<file path="src/hw/rtl/bfc_pkg.sv">
`timescale 1ns / 1ps

package bfc_pkg;

    // Default sizing of the queue.
    localparam int BFC_QUEUE_DEPTH = 16;
    localparam int BFC_DATA_WIDTH  = 32;

    // Width of the event counters reported with every result.
    localparam int BFC_STAT_W = 64;

    // Operation codes carried by a request transaction.
    typedef enum logic [1:0] {
        OP_PUSH  = 2'd0,
        OP_POP   = 2'd1,
        OP_CLOSE = 2'd2
    } t_opcode;

    // Status codes carried by a response transaction.
    typedef enum logic [2:0] {
        ST_ENQUEUED   = 3'd0,
        ST_FULL       = 3'd1,
        ST_CLOSED_REJ = 3'd2,
        ST_POPPED     = 3'd3,
        ST_EMPTY      = 3'd4,
        ST_CLOSED     = 3'd5
    } t_status;

    // Per-cell control: load the pushed word, or take the neighbor's word.
    typedef struct packed {
        logic load;
        logic shift;
    } t_cell_ctl;

endpackage

</file>
<file path="src/hw/rtl/bfc_req_if.sv">
`timescale 1ns / 1ps

interface bfc_req_if #(
    parameter int DATA_WIDTH = 32
);
    logic                  valid;
    logic                  ready;
    logic [1:0]            opcode;
    logic [DATA_WIDTH-1:0] push_data;

    modport source (output valid, output opcode, output push_data, input ready);
    modport sink   (input valid, input opcode, input push_data, output ready);
endinterface

</file>
<file path="src/hw/rtl/bfc_rsp_if.sv">
`timescale 1ns / 1ps

interface bfc_rsp_if #(
    parameter int DATA_WIDTH = 32,
    parameter int CNT_WIDTH  = 5,
    parameter int STAT_WIDTH = 64
);
    logic                  valid;
    logic                  ready;
    logic [2:0]            op_status;
    logic [DATA_WIDTH-1:0] pop_data;
    logic [CNT_WIDTH-1:0]  occupancy;
    logic                  drained;
    logic [STAT_WIDTH-1:0] enqueued_total;
    logic [STAT_WIDTH-1:0] dequeued_total;
    logic [STAT_WIDTH-1:0] full_reject_total;
    logic [STAT_WIDTH-1:0] closed_reject_total;

    modport source (
        output valid, output op_status, output pop_data, output occupancy,
        output drained, output enqueued_total, output dequeued_total,
        output full_reject_total, output closed_reject_total, input ready
    );
    modport sink (
        input valid, input op_status, input pop_data, input occupancy,
        input drained, input enqueued_total, input dequeued_total,
        input full_reject_total, input closed_reject_total, output ready
    );
endinterface

</file>
<file path="src/hw/rtl/bfc_cell.sv">
`timescale 1ns / 1ps

module bfc_cell
    import bfc_pkg::*;
#(
    parameter int DATA_WIDTH = BFC_DATA_WIDTH
) (
    input  logic                  i_clk,
    input  t_cell_ctl             i_ctl,
    input  logic [DATA_WIDTH-1:0] i_push_data,
    input  logic [DATA_WIDTH-1:0] i_next_data,
    output logic [DATA_WIDTH-1:0] o_data
);

    logic [DATA_WIDTH-1:0] r_data;

    // A push lands in the first free cell; a pop moves every word one cell
    // toward the head.
    always_ff @(posedge i_clk) begin
        if (i_ctl.load) begin
            r_data <= i_push_data;
        end else if (i_ctl.shift) begin
            r_data <= i_next_data;
        end
    end

    assign o_data = r_data;

endmodule

</file>
<file path="src/hw/rtl/bfc_stat_cnt.sv">
`timescale 1ns / 1ps

module bfc_stat_cnt
    import bfc_pkg::*;
(
    input  logic                  i_clk,
    input  logic                  i_rst_n,
    input  logic                  i_inc,
    output logic [BFC_STAT_W-1:0] o_count
);

    logic [BFC_STAT_W-1:0] r_count;
    logic [BFC_STAT_W-1:0] n_count;

    // Saturating increment: the counter sticks at all ones.
    always_comb begin
        n_count = r_count;
        if (i_inc && !(&r_count)) begin
            n_count = r_count + BFC_STAT_W'(1);
        end
    end

    always_ff @(posedge i_clk) begin
        if (!i_rst_n) begin
            r_count <= '0;
        end else begin
            r_count <= n_count;
        end
    end

    assign o_count = r_count;

endmodule

</file>
<file path="src/hw/rtl/bounded_fifo_with_close_and_stats.sv">
`timescale 1ns / 1ps

// Channel   Direction  Role    Handshake     Payload
// i_req     in         sink    valid/ready   opcode, push_data
// o_rsp     out        source  valid/ready   op_status, pop_data, occupancy, drained,
//                                            four saturating event totals
//
// One request transaction is taken per cycle while i_req.ready is high; its response
// is registered and shows on o_rsp in the next cycle. Entries live in a row of cells
// that shift toward the head on a pop.
// i_req.ready is low only while a response waits and o_rsp.ready is low.
// Synchronous active-low reset empties and opens the queue and clears the totals;
// no clearing pass is needed.

module bounded_fifo_with_close_and_stats
    import bfc_pkg::*;
#(
    parameter int QUEUE_DEPTH = BFC_QUEUE_DEPTH,
    parameter int DATA_WIDTH  = BFC_DATA_WIDTH
) (
    input  logic       i_clk,
    input  logic       i_rst_n,
    bfc_req_if.sink    i_req,
    bfc_rsp_if.source  o_rsp
);

    localparam int CntW = $clog2(QUEUE_DEPTH + 1);

    // Queue control state.
    logic [CntW-1:0]       r_count;
    logic [CntW-1:0]       n_count;
    logic                  r_closed;
    logic                  n_closed;

    // Response register.
    logic                  r_out_valid;
    t_status               r_status;
    t_status               n_status;
    logic [DATA_WIDTH-1:0] r_pop_data;
    logic [DATA_WIDTH-1:0] n_pop_data;
    logic [CntW-1:0]       r_occ;
    logic                  r_drained;

    logic                  req_fire;
    t_opcode               op;
    logic                  push_ok;
    logic                  pop_ok;
    logic                  full_rej;
    logic                  closed_rej;
    logic [QUEUE_DEPTH-1:0] load_vec;

    logic [DATA_WIDTH-1:0] cell_data [QUEUE_DEPTH];

    // Accept a request whenever the response register is free or draining.
    assign i_req.ready = !r_out_valid || o_rsp.ready;
    assign req_fire    = i_req.valid && i_req.ready;
    assign op          = t_opcode'(i_req.opcode);

    // Decode the operation against the current queue state.
    always_comb begin
        push_ok    = 1'b0;
        pop_ok     = 1'b0;
        full_rej   = 1'b0;
        closed_rej = 1'b0;
        n_closed   = r_closed;
        n_status   = ST_CLOSED;
        if (req_fire) begin
            unique case (op)
                OP_PUSH: begin
                    priority if (r_closed) begin
                        closed_rej = 1'b1;
                        n_status   = ST_CLOSED_REJ;
                    end else if (r_count == CntW'(QUEUE_DEPTH)) begin
                        full_rej = 1'b1;
                        n_status = ST_FULL;
                    end else begin
                        push_ok  = 1'b1;
                        n_status = ST_ENQUEUED;
                    end
                end
                OP_POP: begin
                    if (r_count == '0) begin
                        n_status = ST_EMPTY;
                    end else begin
                        pop_ok   = 1'b1;
                        n_status = ST_POPPED;
                    end
                end
                default: begin
                    // Close admission; the unused code behaves the same.
                    n_closed = 1'b1;
                    n_status = ST_CLOSED;
                end
            endcase
        end
    end

    // Occupancy update and popped word.
    always_comb begin
        n_count    = r_count;
        n_pop_data = '0;
        if (push_ok) begin
            n_count = r_count + CntW'(1);
        end else if (pop_ok) begin
            n_count    = r_count - CntW'(1);
            n_pop_data = cell_data[0];
        end
    end

    // Row of storage cells; cell zero always holds the oldest entry.
    for (genvar k = 0; k < QUEUE_DEPTH; k++) begin : g_cell
        t_cell_ctl             ctl;
        logic [DATA_WIDTH-1:0] next_data;

        assign load_vec[k] = push_ok && (r_count == CntW'(k));
        assign ctl.load    = load_vec[k];
        assign ctl.shift   = pop_ok;

        if (k == QUEUE_DEPTH - 1) begin : g_tail
            assign next_data = '0;
        end else begin : g_body
            assign next_data = cell_data[k+1];
        end

        bfc_cell #(
            .DATA_WIDTH(DATA_WIDTH)
        ) u_cell (
            .i_clk       (i_clk),
            .i_ctl       (ctl),
            .i_push_data (i_req.push_data),
            .i_next_data (next_data),
            .o_data      (cell_data[k])
        );
    end

    // Event totals, reported as they stand after the last transaction.
    bfc_stat_cnt u_enq_cnt (
        .i_clk(i_clk), .i_rst_n(i_rst_n), .i_inc(push_ok),
        .o_count(o_rsp.enqueued_total)
    );
    bfc_stat_cnt u_deq_cnt (
        .i_clk(i_clk), .i_rst_n(i_rst_n), .i_inc(pop_ok),
        .o_count(o_rsp.dequeued_total)
    );
    bfc_stat_cnt u_full_cnt (
        .i_clk(i_clk), .i_rst_n(i_rst_n), .i_inc(full_rej),
        .o_count(o_rsp.full_reject_total)
    );
    bfc_stat_cnt u_closed_cnt (
        .i_clk(i_clk), .i_rst_n(i_rst_n), .i_inc(closed_rej),
        .o_count(o_rsp.closed_reject_total)
    );

    // Control state.
    always_ff @(posedge i_clk) begin
        if (!i_rst_n) begin
            r_count     <= '0;
            r_closed    <= 1'b0;
            r_out_valid <= 1'b0;
        end else begin
            r_count  <= n_count;
            r_closed <= n_closed;
            if (req_fire) begin
                r_out_valid <= 1'b1;
            end else if (o_rsp.ready) begin
                r_out_valid <= 1'b0;
            end
        end
    end

    // Response payload, loaded with each accepted transaction.
    always_ff @(posedge i_clk) begin
        if (req_fire) begin
            r_status   <= n_status;
            r_pop_data <= n_pop_data;
            r_occ      <= n_count;
            r_drained  <= n_closed && (n_count == '0);
        end
    end

    assign o_rsp.valid     = r_out_valid;
    assign o_rsp.op_status = r_status;
    assign o_rsp.pop_data  = r_pop_data;
    assign o_rsp.occupancy = r_occ;
    assign o_rsp.drained   = r_drained;

    // The queue never holds more than its depth.
    a_count_bound: assert property (@(posedge i_clk) disable iff (!i_rst_n)
        r_count <= CntW'(QUEUE_DEPTH))
        else $error("entry count above queue depth");

    // Once closed, the queue stays closed until reset.
    a_closed_sticky: assert property (@(posedge i_clk) disable iff (!i_rst_n)
        r_closed |=> r_closed)
        else $error("closed flag cleared without reset");

    // At most one cell takes a pushed word.
    a_single_load: assert property (@(posedge i_clk) disable iff (!i_rst_n)
        $onehot0(load_vec))
        else $error("more than one cell loaded");

    // A successful pop removes exactly one entry.
    a_pop_count: assert property (@(posedge i_clk) disable iff (!i_rst_n)
        pop_ok |=> r_count == $past(r_count) - CntW'(1))
        else $error("pop did not decrement occupancy");

    // A drained response reports an empty queue.
    a_drained_empty: assert property (@(posedge i_clk) disable iff (!i_rst_n)
        (r_out_valid && r_drained) |-> (r_occ == '0))
        else $error("drained reported with entries held");

endmodule

</file>
<file path="src/flat_wrapper.sv">
// flat-port wrapper written by rule: the top's interface ports become plain ports
module bounded_fifo_with_close_and_stats_flat import bfc_pkg::*;
#(
    parameter int QUEUE_DEPTH = BFC_QUEUE_DEPTH,
    parameter int DATA_WIDTH  = BFC_DATA_WIDTH
)
  (i_clk, i_rst_n, i_req_valid, i_req_opcode, i_req_push_data, i_req_ready, o_rsp_valid, o_rsp_op_status, o_rsp_pop_data, o_rsp_occupancy, o_rsp_drained, o_rsp_enqueued_total, o_rsp_dequeued_total, o_rsp_full_reject_total, o_rsp_closed_reject_total, o_rsp_ready);
  bfc_req_if #(.DATA_WIDTH(DATA_WIDTH)) i_req_i ();
  bfc_rsp_if #(.DATA_WIDTH(DATA_WIDTH), .CNT_WIDTH(($clog2((BFC_QUEUE_DEPTH) + 1))), .STAT_WIDTH(BFC_STAT_W)) o_rsp_i ();
  input  logic i_clk;
  input  logic i_rst_n;
  input wire logic [$bits(i_req_i.valid)-1:0] i_req_valid;
  input wire logic [$bits(i_req_i.opcode)-1:0] i_req_opcode;
  input wire logic [$bits(i_req_i.push_data)-1:0] i_req_push_data;
  output wire logic [$bits(i_req_i.ready)-1:0] i_req_ready;
  output wire logic [$bits(o_rsp_i.valid)-1:0] o_rsp_valid;
  output wire logic [$bits(o_rsp_i.op_status)-1:0] o_rsp_op_status;
  output wire logic [$bits(o_rsp_i.pop_data)-1:0] o_rsp_pop_data;
  output wire logic [$bits(o_rsp_i.occupancy)-1:0] o_rsp_occupancy;
  output wire logic [$bits(o_rsp_i.drained)-1:0] o_rsp_drained;
  output wire logic [$bits(o_rsp_i.enqueued_total)-1:0] o_rsp_enqueued_total;
  output wire logic [$bits(o_rsp_i.dequeued_total)-1:0] o_rsp_dequeued_total;
  output wire logic [$bits(o_rsp_i.full_reject_total)-1:0] o_rsp_full_reject_total;
  output wire logic [$bits(o_rsp_i.closed_reject_total)-1:0] o_rsp_closed_reject_total;
  input wire logic [$bits(o_rsp_i.ready)-1:0] o_rsp_ready;
  assign i_req_i.valid = i_req_valid;
  assign i_req_i.opcode = i_req_opcode;
  assign i_req_i.push_data = i_req_push_data;
  assign i_req_ready = i_req_i.ready;
  assign o_rsp_valid = o_rsp_i.valid;
  assign o_rsp_op_status = o_rsp_i.op_status;
  assign o_rsp_pop_data = o_rsp_i.pop_data;
  assign o_rsp_occupancy = o_rsp_i.occupancy;
  assign o_rsp_drained = o_rsp_i.drained;
  assign o_rsp_enqueued_total = o_rsp_i.enqueued_total;
  assign o_rsp_dequeued_total = o_rsp_i.dequeued_total;
  assign o_rsp_full_reject_total = o_rsp_i.full_reject_total;
  assign o_rsp_closed_reject_total = o_rsp_i.closed_reject_total;
  assign o_rsp_i.ready = o_rsp_ready;
  bounded_fifo_with_close_and_stats #(.QUEUE_DEPTH(QUEUE_DEPTH), .DATA_WIDTH(DATA_WIDTH)) u_core (.i_clk(i_clk), .i_rst_n(i_rst_n), .i_req(i_req_i), .o_rsp(o_rsp_i));
endmodule
</file>
<file path="config.mk">
export PLATFORM = sky130hd
export DESIGN_NAME = bounded_fifo_with_close_and_stats_flat
export DESIGN_NICKNAME = d
export VERILOG_FILES = /design/src/hw/rtl/bfc_pkg.sv /design/src/hw/rtl/bfc_req_if.sv /design/src/hw/rtl/bfc_rsp_if.sv /design/src/hw/rtl/bfc_cell.sv /design/src/hw/rtl/bfc_stat_cnt.sv /design/src/hw/rtl/bounded_fifo_with_close_and_stats.sv /design/src/flat_wrapper.sv
export SDC_FILE = /design/constraint.sdc
export NUM_CORES = 1
export LEC_CHECK = 0
export ABC_AREA = 1
export BUFFER_PORTS_ARGS = -buffer_cell sky130_fd_sc_hd__buf_2
export CORE_MARGIN = 4
export CORE_UTILIZATION = 30
export CTS_CLUSTER_DIAMETER = 120
export DETAILED_ROUTE_END_ITERATION = 12
export HOLD_SLACK_MARGIN = 0.02
export PLACE_DENSITY = 0.52
export SYNTH_ARGS = -nofsm -noshare
export SYNTH_HDL_FRONTEND = slang
export SYNTH_SLANG_ARGS = --single-unit
</file>
<file path="constraint.sdc">
create_clock -name i_clk -period 3.5 [get_ports i_clk]
set_input_delay 0.175 -clock i_clk [delete_from_list [all_inputs] [get_ports i_clk]]
set_output_delay 0.175 -clock i_clk [all_outputs]
set_load 0.02 [all_outputs]
</file>
==> run metrics <==
status=completed; share of cells above drive strength 1=11.0%; syn nets=4,960; flip-flop and latch area=approximately 0.022 mm2; fillers=between 10,000 and 15,000; GR Util met3=~2.5%; period utilization=80.5%; Hold Path Origin=i_rst_n; # clock sinks=816; maximum clock path buffer count=3; initial antenna violation count=4; GRT overflow=0; synthesized area=0.0395 mm2; DRT Wirelength=123,000 um; GP Congestion=0.935; area of the multi-input gates=around 0.016 mm2; grt peak-use layer=met2; placed instance area=0.0431 mm2; Max FO, Critical Path=45; IO buf count=approximately 340; synth warn=0; Max VDD drop=0.339 mV; largest cells by area after synthesis=edfxtp_1 (42%), nand2_1 (17%), dfxtp_1 (13%); Tightest Pin Transition=913 ps; DP HPWL=approximately 90,000 um; Die Ht=371 um; leakage power total=between 15 and 20 nW; Seq cells post-synth=roughly 800; Seq/Total Area, Yosys=55.3%; post-synth top area share=roughly 42%; largest net degree at the start of global routing=between 100 and 150; Critical Path Sink Type=flip-flop; RSZ-0062 raised after global routing=false; ANT nets after route=0; R2R Path Start=u_core.u_closed_cnt.o_count[0]; Final nets=about 5,200; first-pass iteration count of the detailed router=5; routed vias=33,600; startpoint types=flip-flop; WL/cell=17.5 um; Data arrival, critical path=~3400 ps; clock buffers created by TritonCTS=a little under 100; first-pass GRT wire length=190,000 um; Setup Skew=about 32 ps; dpl ws=711 ps; initial DRC count=2,240; met2 Use GR=30.5%; Horiz. Die Dim=371 um; Power Density=455 mW/mm2; H-tree depth=3; class of the worst hold path=primary input to flip-flop; area grow syn2layout=16.9%; worst relative slew slack=between 30% and 40%; count of cell types in the netlist=36; Worst-Skew Late Latency=700 ps; Rows=132; die area=~0.14 mm2; Setup crit start=u_core.u_closed_cnt.o_count[0]; PnR worst setup slack=684 ps; # IOs=337; met1 Usage GRT=22.3%; Final Cell Area=0.0462 mm2; cell count after synthesis=about 5,000; Via-to-Cell Ratio=4.79; vias in the first global route=32,400; final hold violation count=0; max-slew violation count=0; Tmin final=2820 ps; setup violators final=0; Critical Setup Path Class=flip-flop to flip-flop; Peak Freq=0.355 GHz; CTS tree=yes; register clock-pin slew on the reported worst setup and hold paths=60 ps; maxcap violations=0; Worst EP required=4100 ps; total track usage=17.4%; leading area contributor after synthesis=edfxtp_1; DRC Markers=0; root buf cell=clkbuf_16; Initial Util=30.4%; Post-Syn Area per Cell=between 8 and 9 um2; Core ar.=0.130 mm2; # resized after CTS=0
==> critical path, stage by stage (launching register included) <==
cell and delay [ps]:
dfxtp_1 510, ha_1 360, inv_2 70, nor2_4 210
nand2_2 160, nor2_1 220, nand2_1 110, nor2_1 200
nor2_4 50, inv_2 290, buf_12 260, nand2_1 80
a21oi_1 120
==> Yosys cell counts (all sizes together) <==
| master | n |
|---|---|
| inv | 263 |
| edfxtp | 553 |
| a21oi | 235 |
| nand4 | 79 |
| clkbuf | 135 |
| xnor2 | 74 |
| a31oi | 2 |
| nor3b | 1 |
| nor3 | 9 |
| ha | 10 |
| xor2 | 42 |
| nand3 | 102 |
| and2 | 3 |
| nor4 | 1 |
| dfxtp | 263 |
| nand3b | 2 |
| buf | 93 |
| nor2 | 681 |
| nand2 | 1821 |
| o211ai | 2 |
| o21ai | 538 |
| clkinv | 1 |
| or2 | 2 |
==> metrics by stage <==
| stage | total power, mW | TNS, ps | instances | utilization (%) | hold slack (ps) |
|---|---|---|---|---|---|
| 3_5_place_dp | 11.3 | 0 | 6834 | 33.1 | 510 |
| 3_3_place_gp | 11.3 | 0 | 6834 | 33.1 | 500 |
| 6_report | 21.0 | 0 | 7025 | 35.5 | 79.3 |
| 5_1_grt | 21.8 | 0 | 7022 | 35.5 | 99.1 |
| 2_1_floorplan | 11.0 | -25070 | 4912 | - | 371 |
| 4_1_cts | 21.3 | 0 | 7022 | 35.5 | 49.3 |
==> cells by family after synthesis <==
logic type | Yosys count | share of synthesized area, %
AND/OR/NAND/NOR | 2701 | 26.8
flip-flops | 816 | 55.3
AO/OA/AOI/OAI | 777 | 9.90
buffers and inverters | 492 | 5.08
XOR/XNOR | 116 | 2.57
adder cells (fa/ha/maj) | 10 | 0.317
==> what timing repair did <==
| item | in CTS | in global routing |
|---|---|---|
| hold buffers | 4 | 0 |
| setup buffers | 0 | 0 |
| endpoints found under the hold margin | 6 | 0 |
==> flip-flops by register name, summed over array words and instances (netlist names), 3 cells and up <==
register / cells
u_core.o_rsp.op_status: 3
u_core.o_rsp.occupancy: 5
u_core.u_deq_cnt.o_count: 64
u_core.g_cell.u_cell.o_data: 512
u_core.u_closed_cnt.o_count: 64
u_core.r_count: 5
u_core.u_enq_cnt.o_count: 64
u_core.u_full_cnt.o_count: 64
u_core.o_rsp.pop_data: 32
==> placed cells by master, fill, tap and decap left out, drive strengths merged, types with 9 or more instances in the layout <==
| master | netlist | layout |
|---|---|---|
| nand2 | 1821 | 1821 |
| nor2 | 681 | 681 |
| edfxtp | 553 | 553 |
| o21ai | 538 | 538 |
| buf | 93 | 408 |
| inv | 263 | 265 |
| dfxtp | 263 | 263 |
| a21oi | 235 | 235 |
| clkbuf | 135 | 124 |
| nand3 | 102 | 102 |
| nand4 | 79 | 79 |
| xnor2 | 74 | 74 |
| clkinv | 1 | 48 |
| xor2 | 42 | 42 |
| ha | 10 | 10 |
| nor3 | 9 | 9 |
==> where the power goes <==
| part | switching, mW | total (mW) | leakage (nW) | internal [mW] |
|---|---|---|---|---|
| Clock | 4.32 | 9.97 | 1.50 | 5.65 |
| Combinational | 0.475 | 0.602 | 8.39 | 0.128 |
| Sequential | 0.0473 | 10.4 | 7.10 | 10.4 |
==> routing by layer <==
| layer | vias to the layer above | share of wire [%] |
|---|---|---|
| met3 | 188 | 4.9 |
| met4 | 2 | 2.7 |
| met5 | - | 0.0057 |
| met1 | 16000 | 44 |
| li1 | 16700 | - |
| met2 | 738 | 48 |
==> worst paths after layout <==
check	endpoint	slack, ps	depth (start not counted)
setup / recovery	u_core.u_closed_cnt.o_count[43]	680	12
hold / removal	u_core.r_closed	80	3
setup reg to reg	u_core.u_closed_cnt.o_count[43]	680	12
hold reg to reg	u_core.u_full_cnt.o_count[63]	510	2
==> final cells by class <==
cell class                 count  area share, %
sequential                   816           47.3
multi-input combinational   3604           34.0
clock buffer                 124           5.54
timing repair buffer         412           5.11
tap                         1742           4.72
inverter                     264           2.17
clock inverter                60           1.16
antenna                        3         0.0162
Note: power is estimated with default switching activity, not from simulation.
